**src/sv/chtsd_pkg.sv**
```systemverilog
// ============================================================================
// chtsd_pkg
// Shared types and constants of the convex hull trick segmentation DP core.
// ============================================================================
package chtsd_pkg;

    localparam int LEN_FIELD_W = 16;
    localparam int LIMIT_W     = 26;
    localparam int COST_W      = 62;
    localparam int WORD_W      = 64;
    localparam int MUL_W       = 32;

    localparam logic [WORD_W-1:0] COST_MAX = 64'h3FFF_FFFF_FFFF_FFFF;

    // One queued item: already masked length and the new-sequence flag.
    typedef struct packed {
        logic                   first;
        logic [LEN_FIELD_W-1:0] len;
    } item_t;

    typedef enum logic [4:0] {
        ST_IDLE,
        ST_START,
        ST_KEY,
        ST_F_RDP,
        ST_F_LATP,
        ST_F_LATQ,
        ST_F_MUL,
        ST_F_CMP,
        ST_EV_MAG,
        ST_EV_COST,
        ST_EV_SQ,
        ST_EV_Y,
        ST_B_CHK,
        ST_B_LATR,
        ST_B_LATL,
        ST_B_M0,
        ST_B_M1,
        ST_B_M2,
        ST_B_M3,
        ST_B_SUM,
        ST_B_CMP,
        ST_PUSH,
        ST_OUT
    } state_t;

endpackage

```
**src/sv/chtsd_front.sv**
```systemverilog
// ============================================================================
// chtsd_front
// Accepts input items, masks the length and holds them in a two-entry queue.
// ============================================================================
module chtsd_front #(
    parameter int LEN_W = 16
) (
    input  logic                 aclk,
    input  logic                 aresetn,
    input  logic                 s_tvalid,
    output logic                 s_tready,
    input  logic [15:0]          s_tdata,
    input  logic                 s_tuser,
    output logic                 q_valid,
    input  logic                 q_ready,
    output chtsd_pkg::item_t     q_item
);
    import chtsd_pkg::*;

    localparam logic [LEN_FIELD_W-1:0] LEN_MASK =
        LEN_FIELD_W'((17'd1 << LEN_W) - 17'd1);

    item_t      slot_reg [2];
    logic       wr_ptr_reg, wr_ptr_next;
    logic       rd_ptr_reg, rd_ptr_next;
    logic [1:0] fill_reg, fill_next;
    logic       push, pop;
    item_t      in_item;

    assign s_tready = (fill_reg != 2'd2);
    assign q_valid  = (fill_reg != 2'd0);
    assign q_item   = slot_reg[rd_ptr_reg];
    assign push     = s_tvalid && s_tready;
    assign pop      = q_valid && q_ready;

    always_comb begin
        in_item.first = s_tuser;
        in_item.len   = s_tdata & LEN_MASK;
        wr_ptr_next   = push ? ~wr_ptr_reg : wr_ptr_reg;
        rd_ptr_next   = pop ? ~rd_ptr_reg : rd_ptr_reg;
        fill_next     = fill_reg + 2'(push) - 2'(pop);
    end

    always_ff @(posedge aclk) begin
        if (!aresetn) begin
            wr_ptr_reg <= 1'b0;
            rd_ptr_reg <= 1'b0;
            fill_reg   <= 2'd0;
        end else begin
            wr_ptr_reg <= wr_ptr_next;
            rd_ptr_reg <= rd_ptr_next;
            fill_reg   <= fill_next;
        end
    end

    always_ff @(posedge aclk) begin
        if (push) begin
            slot_reg[wr_ptr_reg] <= in_item;
        end
    end

endmodule

```
**config.mk**
```make
export PLATFORM = sky130hd
export DESIGN_NAME = chtsd_front
export DESIGN_NICKNAME = d
export VERILOG_FILES = /design/src/sv/chtsd_pkg.sv /design/src/sv/chtsd_front.sv
export SDC_FILE = /design/constraint.sdc
export NUM_CORES = 1
export LEC_CHECK = 0
export BUFFER_PORTS_ARGS = -buffer_cell sky130_fd_sc_hd__clkbuf_2
export CAP_MARGIN = 10
export CELL_PAD_IN_SITES_DETAIL_PLACEMENT = 1
export CELL_PAD_IN_SITES_GLOBAL_PLACEMENT = 2
export CORE_MARGIN = 1
export CORE_UTILIZATION = 32
export CTS_BUF_LIST = sky130_fd_sc_hd__clkbuf_4
export DETAILED_ROUTE_END_ITERATION = 6
export PLACE_DENSITY_LB_ADDON = 0.1
export SYNTH_ARGS = -nofsm -noshare
export SYNTH_HDL_FRONTEND = slang
export SYNTH_SLANG_ARGS = --single-unit
```
**constraint.sdc**
```tcl
create_clock -name aclk -period 1.5 [get_ports aclk]
set_input_delay 0.225 -clock aclk [delete_from_list [all_inputs] [get_ports aclk]]
set_output_delay 0.225 -clock aclk [all_outputs]
set_load 0.02 [all_outputs]
```
==> results of run 1 <==
[per-stage QoR]
step	total power, mW	TNS [ns]	hold WS, ns
2_1_floorplan	2.276	0	0.3239
3_3_place_gp	2.570	0	0.4154
3_5_place_dp	2.613	-0.04591	0.4181
4_1_cts	3.441	-1.228	0.05000
5_1_grt	3.659	-1.636	0.04421
6_report	3.478	-0.5082	0.06870
[placed cells by master (no fill, tap or decap)]
cell type | synthesis | layout
nand2_4 | 0 | 1
dfxtp_1 | 5 | 2
nand2b_1 | 2 | 1
nand2b_4 | 0 | 1
nand2_1 | 2 | 1
dfxtp_2 | 0 | 1
nor2_2 | 0 | 1
and3_1 | 1 | 1
or2_4 | 0 | 1
dfxtp_4 | 0 | 2
nor2b_1 | 2 | 2
ha_4 | 0 | 2
o21a_4 | 0 | 1
clkbuf_8 | 0 | 1
mux2_4 | 10 | 17
buf_4 | 0 | 6
clkbuf_4 | 0 | 6
clkinv_1 | 0 | 2
xnor2_2 | 0 | 1
buf_6 | 1 | 7
clkbuf_2 | 0 | 26
mux2i_1 | 1 | 1
buf_8 | 0 | 9
xnor2_1 | 3 | 2
inv_2 | 0 | 1
and2_1 | 2 | 2
edfxtp_1 | 34 | 34
[cell usage after synthesis, types with 2 or more instances]
library cell and count:
dfxtp_1 5, edfxtp_1 34, nand2b_1 2, mux2_2 7, xnor2_1 3, mux2_4 10, and2_1 2, nor2b_1 2
ha_1 2, nand2_1 2
[how the worst max path moves through the flow]
stage | start | to | slack, ns
6_report | register | q_item[5] | -0.04
3_3_place_gp | fill_reg[1]$_SDFF_PN0_ | fill_reg[1]$_SDFF_PN0_ | 0.02
3_5_place_dp | fill_reg[1]$_SDFF_PN0_ | fill_reg[1]$_SDFF_PN0_ | -0.05
2_1_floorplan | fill_reg[0]$_SDFF_PN0_ | fill_reg[1]$_SDFF_PN0_ | 0.003
5_1_grt | register | q_item[10] | -0.10
4_1_cts | register | q_item[5] | -0.08
[cell families (layout without fill, tap and decap cells)]
group	after synthesis	in the layout	synth area share (%)
fa+ha+maj	2	2	1.650
mux	18	18	15.76
buf+inv	3	58	2.310
flops	39	39	73.93
simple gates	11	11	4.043
compound gates	1	1	0.5777
xor+xnor	3	3	1.733
[worst register-to-register path, cell delays in order, from the launching register on]
cell and delay [ns]:
dfxtp_4 0.38, o21a_4 0.23, ha_4 0.26, inv_2 0.04, ha_4 0.15, xnor2_2 0.13, xnor2_1 0.13, and2_1 0.13
[layout make-up]
| class | instances | area, µm² |
|---|---|---|
| timing repair buffer | 49 | 402.9 |
| clock buffer | 6 | 45.04 |
| sequential | 39 | 1130 |
| fill | 458 | 2345 |
| multi-input combinational | 35 | 445.4 |
| inverter | 1 | 3.754 |
| tap | 52 | 65.06 |
| clock inverter | 2 | 7.507 |
[routing by layer]
metal / part of all wire [%] / wire length (µm) / global-route usage, %
met5: 0 / 0 / 0
met3: 4.2 / 117 / 4.416
met4: 1.9 / 52 / 5.333
met2: 51 / 1421 / 21.05
met1: 43 / 1190 / 14.14
[power groups by stage]
stage | registers, mW | clock network [mW] | logic [mW]
3_3_place_gp | 1.45 | 0 | 1.12
5_1_grt | 1.48 | 0.585 | 1.59
2_1_floorplan | 1.45 | 0 | 0.822
6_report | 1.46 | 0.518 | 1.50
4_1_cts | 1.47 | 0.540 | 1.43
3_5_place_dp | 1.46 | 0 | 1.15
[repair_timing]
item,CTS,global route
gates cloned,1,0
gates resized for setup,38,20
setup buffers,1,0
endpoints found under the setup margin,19,18
pin swaps,5,0
==> impl_metrics.py, run 1 <==
metrics = {
    "run_status": {
        "outcome": "finished, violations left",
        "violations": "negative setup slack",
    },
    "global_route": {
        "grt.overflow.total": 0,
        "grtUsageTotal_pct": 12.39,
        "antenna_found_initial": 0,
        "grt_pass1_wl_um": 4457,
        "grt_max_degree": 13,
        "grt_pass1_vias": 898,
    },
    "cts": {
        "path_clk_slew_ns": 0.11,
        "numCtsBuffers": 5,
        "insertion_delay_ns": 0.34,
        "clockBufferDepth": 2,
        "cts_num_sinks": 39,
        "htreeDepth": 2,
        "cts_root_buf": "clkbuf_4",
        "cts_tree": "yes",
        "cts_hold_buf": 0,
    },
    "hold_path": {
        "hp-start": "s_tdata[11]",
        "min_to": "slot_reg[1][11]$_DFFE_PP_",
        "hold_class": "input pin to register",
        "hold_path_depth": 1,
    },
    "synth": {
        "ys_async_sr_fraction_pct": 0,
        "synth_enable_flop_cells": 34,
        "synth_top_cell_by_area": "edfxtp_1",
        "synth_area_per_cell_um2": 19.69,
        "ys.flop_type": "edfxtp_1",
        "ys_ff_latch": 39,
        "ys_warn_count": 0,
        "synth_top_area_share_pct": 67.33,
        "synth.area.top_cells": "edfxtp_1 67%, mux2_4 9.9%, dfxtp_1 6.6%",
        "synth-seq-area-share_pct": 73.93,
        "synth_nets": 100,
        "synthCells": 77,
        "ys_types": 18,
        "netlist_area_mm2": 0.001516,
    },
    "setup_path": {
        "crit_buf_inv": 2,
        "path_max_fanout": 7,
        "critPathMostFrequentCell": "buf_8",
        "worst-setup-path-type": "register to output port",
        "cpLargestDelayFamily": "flip-flops",
        "arrival_ns": 1.31,
        "rrSetupSlack_ns": -0.03,
        "r2r-start": "fill_reg[1]$_SDFF_PN0_",
        "cpMaxStageDelayCell": "dfxtp_4",
        "max_stage_delay_ns": 0.39,
        "path_cells": "buf_8 > mux2_4 > buf_8",
        "cp.depth": 3,
        "r2r_cells": 7,
        "cp-end-kind": "output port",
        "timing.rr.end": "fill_reg[1]$_SDFF_PN0_",
        "critical_path_required_ns": 1.27,
        "start_kind": "register",
    },
    "placed_design": {
        "gp_congestion": 0.6308,
        "io_buffers": 39,
        "hpwl_um": 1962,
        "dp_cells": 174,
        "post-place-ws_ns": -0.04591,
        "place_area_mm2": 0.001848,
    },
    "sta": {
        "maxSlewViolCount": 0,
        "rsz0062_at_grt": "yes",
        "relSlewSlack_pct": 88.50,
        "final.min_clock_period_ns": 1.537,
        "setup_viol": 18,
        "worst_pin_slew_ns": 0.1712,
        "timing.fmax_mhz": 650.5,
        "skew_ns": 0.01325,
        "setup_ws_ns": -0.03719,
        "post-route-period-util_pct": 102.5,
        "hold_violations": 0,
    },
    "finish": {
        "drive_above_1_share_pct": 63.64,
        "largest_reg_flops": 34,
        "syn2layout_area_growth_pct": 38.45,
        "fin_area_mm2": 0.002100,
        "final_cell_count_no_fill": 184,
        "fin_nets": 154,
        "finish.utilization_pct": 47.24,
        "diodes": 0,
    },
    "floorplan": {
        "dieArea_mm2": 0.005018,
        "start_util_pct": 34.12,
        "core_area_mm2": 0.004444,
        "fp.dieH_um": 70.84,
        "std_cell_rows": 24,
        "die_width_um": 70.84,
        "io_pins": 40,
    },
    "power_and_ir_drop": {
        "netSwitchingPower_mw": 1.065,
        "swShare_pct": 30.63,
        "comb_power_share_pct": 43.0,
        "p_leak_nw": 0.8412,
        "power_density_mw_per_mm2": 1656,
        "ir_drop_uv": 721.2,
        "p_int_mw": 2.412,
        "seq_power_share_pct": 42.1,
        "clockPowerShare_pct": 14.9,
    },
    "drt": {
        "first_pass_iters": 5,
        "wl_um": 2782,
        "vias": 829,
        "avgViaCountPerCell": 4.505,
        "avgRoutedWirePerCell_um": 15.12,
        "detail-route-antenna-nets": 0,
        "drc": 0,
        "drt-initial-drc-count": 38,
    },
    "job": {
        "max-cap-violations": 0,
    },
}
(Power assumes the default switching activity.)
==> run 2: changes to the inputs <==
--- a/config.mk
+++ b/config.mk
@@ -5,11 +5,11 @@
 export SDC_FILE = /design/constraint.sdc
 export NUM_CORES = 1
 export LEC_CHECK = 0
+export ABC_AREA = 1
 export BUFFER_PORTS_ARGS = -buffer_cell sky130_fd_sc_hd__clkbuf_2
 export CAP_MARGIN = 10
 export CELL_PAD_IN_SITES_DETAIL_PLACEMENT = 1
 export CELL_PAD_IN_SITES_GLOBAL_PLACEMENT = 2
-export CORE_MARGIN = 1
 export CORE_UTILIZATION = 32
 export CTS_BUF_LIST = sky130_fd_sc_hd__clkbuf_4
 export DETAILED_ROUTE_END_ITERATION = 6
==> impl_metrics.py, run 2 <==
metrics = {
    "run_status": {
        "outcome": "finished, violations left",
        "violations": "negative setup slack",
    },
    "global_route": {
        "grt.overflow.total": 0,
        "grt_pass1_vias": 986,
        "grt_max_degree": 14,
        "grtUsageTotal_pct": 12.44,
        "grt_pass1_wl_um": 4567,
        "antenna_found_initial": 0,
    },
    "hold_path": {
        "hold_class": "input pin to register",
    },
    "cts": {
        "numCtsBuffers": 5,
        "htreeDepth": 2,
        "cts_tree": "yes",
        "path_clk_slew_ns": 0.12,
        "insertion_delay_ns": 0.33,
        "clockBufferDepth": 2,
        "cts_num_sinks": 39,
        "cts_hold_buf": 0,
        "cts_root_buf": "clkbuf_4",
    },
    "synth": {
        "ys_warn_count": 0,
        "synth.area.top_cells": "edfxtp_1 67%, mux2_4 9.9%, dfxtp_1 6.6%",
        "yosysMostFrequentCell": "edfxtp_1",
        "synth_nets": 112,
        "synth_top_area_share_pct": 67.11,
        "ys.flop_type": "edfxtp_1",
        "ys_async_sr_fraction_pct": 0,
        "synth_area_per_cell_um2": 17.10,
        "netlist_area_mm2": 0.001521,
        "ys_ff_latch": 39,
        "ys_types": 12,
        "synthCells": 89,
        "synth-seq-area-share_pct": 73.68,
        "synth_top_cell_by_area": "edfxtp_1",
        "ys_top_cells_by_count": "34 x edfxtp_1, 10 x mux2_4, 9 x nand2_1",
        "synth_enable_flop_cells": 34,
    },
    "power_and_ir_drop": {
        "p_leak_nw": 0.8767,
        "ir_drop_uv": 660.2,
        "power_density_mw_per_mm2": 1645,
    },
    "setup_path": {
        "critical_path_required_ns": 1.27,
        "worst-setup-path-type": "register to output port",
        "cp-end-kind": "output port",
        "path_max_fanout": 4,
        "arrival_ns": 1.31,
        "start_kind": "register",
    },
    "finish": {
        "layout_commonest_cell": "edfxtp_1",
        "fin_nets": 167,
        "fill_cells": 460,
        "final_cell_mix": "34 x edfxtp_1, 22 x clkbuf_2, 17 x mux2_4, 17 x buf_6, 8 x buf_4",
        "largest_reg_flops": 34,
        "diodes": 0,
        "drive_above_1_share_pct": 60.00,
        "syn2layout_area_growth_pct": 38.82,
        "final_cell_count_no_fill": 197,
    },
    "placed_design": {
        "hpwl_um": 1974,
        "dp_cells": 184,
        "gp_congestion": 0.7685,
        "io_buffers": 39,
        "post-place-ws_ns": -0.03251,
    },
    "sta": {
        "post-route-period-util_pct": 102.5,
        "relSlewSlack_pct": 87.50,
        "worst_pin_slew_ns": 0.1875,
        "final.min_clock_period_ns": 1.537,
        "rsz0062_at_grt": "yes",
        "hold_violations": 0,
        "skew_ns": 0.007270,
        "fin_hold_ws_ns": 0.07186,
        "timing.fmax_mhz": 650.5,
        "setup_ws_ns": -0.03732,
        "maxSlewViolCount": 0,
        "setup_viol": 17,
    },
    "floorplan": {
        "core_area_mm2": 0.004474,
        "std_cell_rows": 24,
        "die_width_um": 70.96,
        "io_pins": 40,
        "dieArea_mm2": 0.005035,
        "start_util_pct": 34.00,
        "fp.dieH_um": 70.96,
    },
    "drt": {
        "drc": 0,
        "avgRoutedWirePerCell_um": 14.44,
        "wl_um": 2844,
        "detail-route-antenna-nets": 0,
        "vias": 886,
        "drt-initial-drc-count": 55,
        "first_pass_iters": 6,
        "avgViaCountPerCell": 4.497,
    },
    "job": {
        "max-cap-violations": 0,
    },
}
## run 2: cell types whose count changed after synthesis
cell      previous run  this run
and2_1               2         0
inv_1                1         7
o21a_2               1         0
nor2_1               1         8
and3_1               1         0
xnor2_1              3         0
nand3_1              0         3
nand2b_1             2         0
mux2i_1              1         0
or2_2                1         0
a21oi_1              0         2
nor2b_1              2         0
nand2_1              2         9
## run 2: path summary, 6_finish.rpt
path	startpoint	endpoint	slack (ns)	cells after the start
max	register	q_item[1]	-0.04	3
min	s_tdata[3]	slot_reg[0][3]$_DFFE_PP_	0.07	1
max reg2reg	fill_reg[0]$_SDFF_PN0_	fill_reg[1]$_SDFF_PN0_	0.08	10
min reg2reg	rd_ptr_reg$_SDFFE_PN0P_	rd_ptr_reg$_SDFFE_PN0P_	0.51	2
## run 2: kinds of logic (layout without fill, tap and decap cells)
logic type / count (synthesis) / count (layout) / share of synthesized area (%)
mux: 17 / 17 / 15.05
simple gates: 20 / 20 / 5.181
flops: 39 / 39 / 73.68
compound gates: 2 / 2 / 0.6579
fa+ha+maj: 2 / 2 / 1.644
buf+inv: 9 / 65 / 3.783
## run 2: routing by layer
metal | vias to the layer above | wire length (µm) | global-route usage, %
met2 | 28 | 1529 | 23.40
met5 | - | 0 | 0
met4 | 0 | 46 | 5.333
met1 | 425 | 1123 | 12.26
met3 | 5 | 145 | 4.416
li1 | 428 | - | -
## run 2: layout make-up
| cell class | instances | area (µm²) | share of cell area, % |
|---|---|---|---|
| clock buffer | 6 | 45.04 | 2.133 |
| clock inverter | 2 | 8.758 | 0.4147 |
| inverter | 7 | 26.28 | 1.244 |
| multi-input combinational | 41 | 412.9 | 19.55 |
| sequential | 39 | 1132 | 53.61 |
| tap | 52 | 65.06 | 3.081 |
| timing repair buffer | 50 | 421.7 | 19.96 |
## run 2: stage by stage
| stage | power (mW) | utilization (%) | instance area, µm² | TNS, ns |
|---|---|---|---|---|
| finish | 3.473 | 47.20 | 2112 | -0.4358 |
| detailed placement | 2.525 | 40.24 | 1800 | -0.03251 |
| floorplan | 2.216 | - | 1526 | 0 |
| global route | 3.695 | 47.20 | 2112 | -1.475 |
| CTS | 3.173 | 42.81 | 1916 | -1.451 |
| global placement | 2.494 | 40.24 | 1800 | 0 |
## run 2: critical path, stage by stage (launching register included)
cell and delay, ns:
dfxtp_4 0.40, clkbuf_16 0.15, mux2_4 0.30, buf_6 0.13
## run 2: where the power goes
group / internal [mW] / switching, mW / total [mW]
Sequential: 1.40 / 0.0855 / 1.49
Combinational: 0.787 / 0.688 / 1.47
Clock: 0.194 / 0.319 / 0.514
Total: 2.38 / 1.09 / 3.47
## run 2: timing repair
| item | in CTS | in global routing |
|---|---|---|
| hold endpoints to repair | 0 | 0 |
| gates cloned | 0 | 1 |
| resized for setup | 12 | 66 |
| setup endpoints to repair | 18 | 18 |
| pin swaps | 3 | 0 |
| buffers inserted | 4 | 0 |
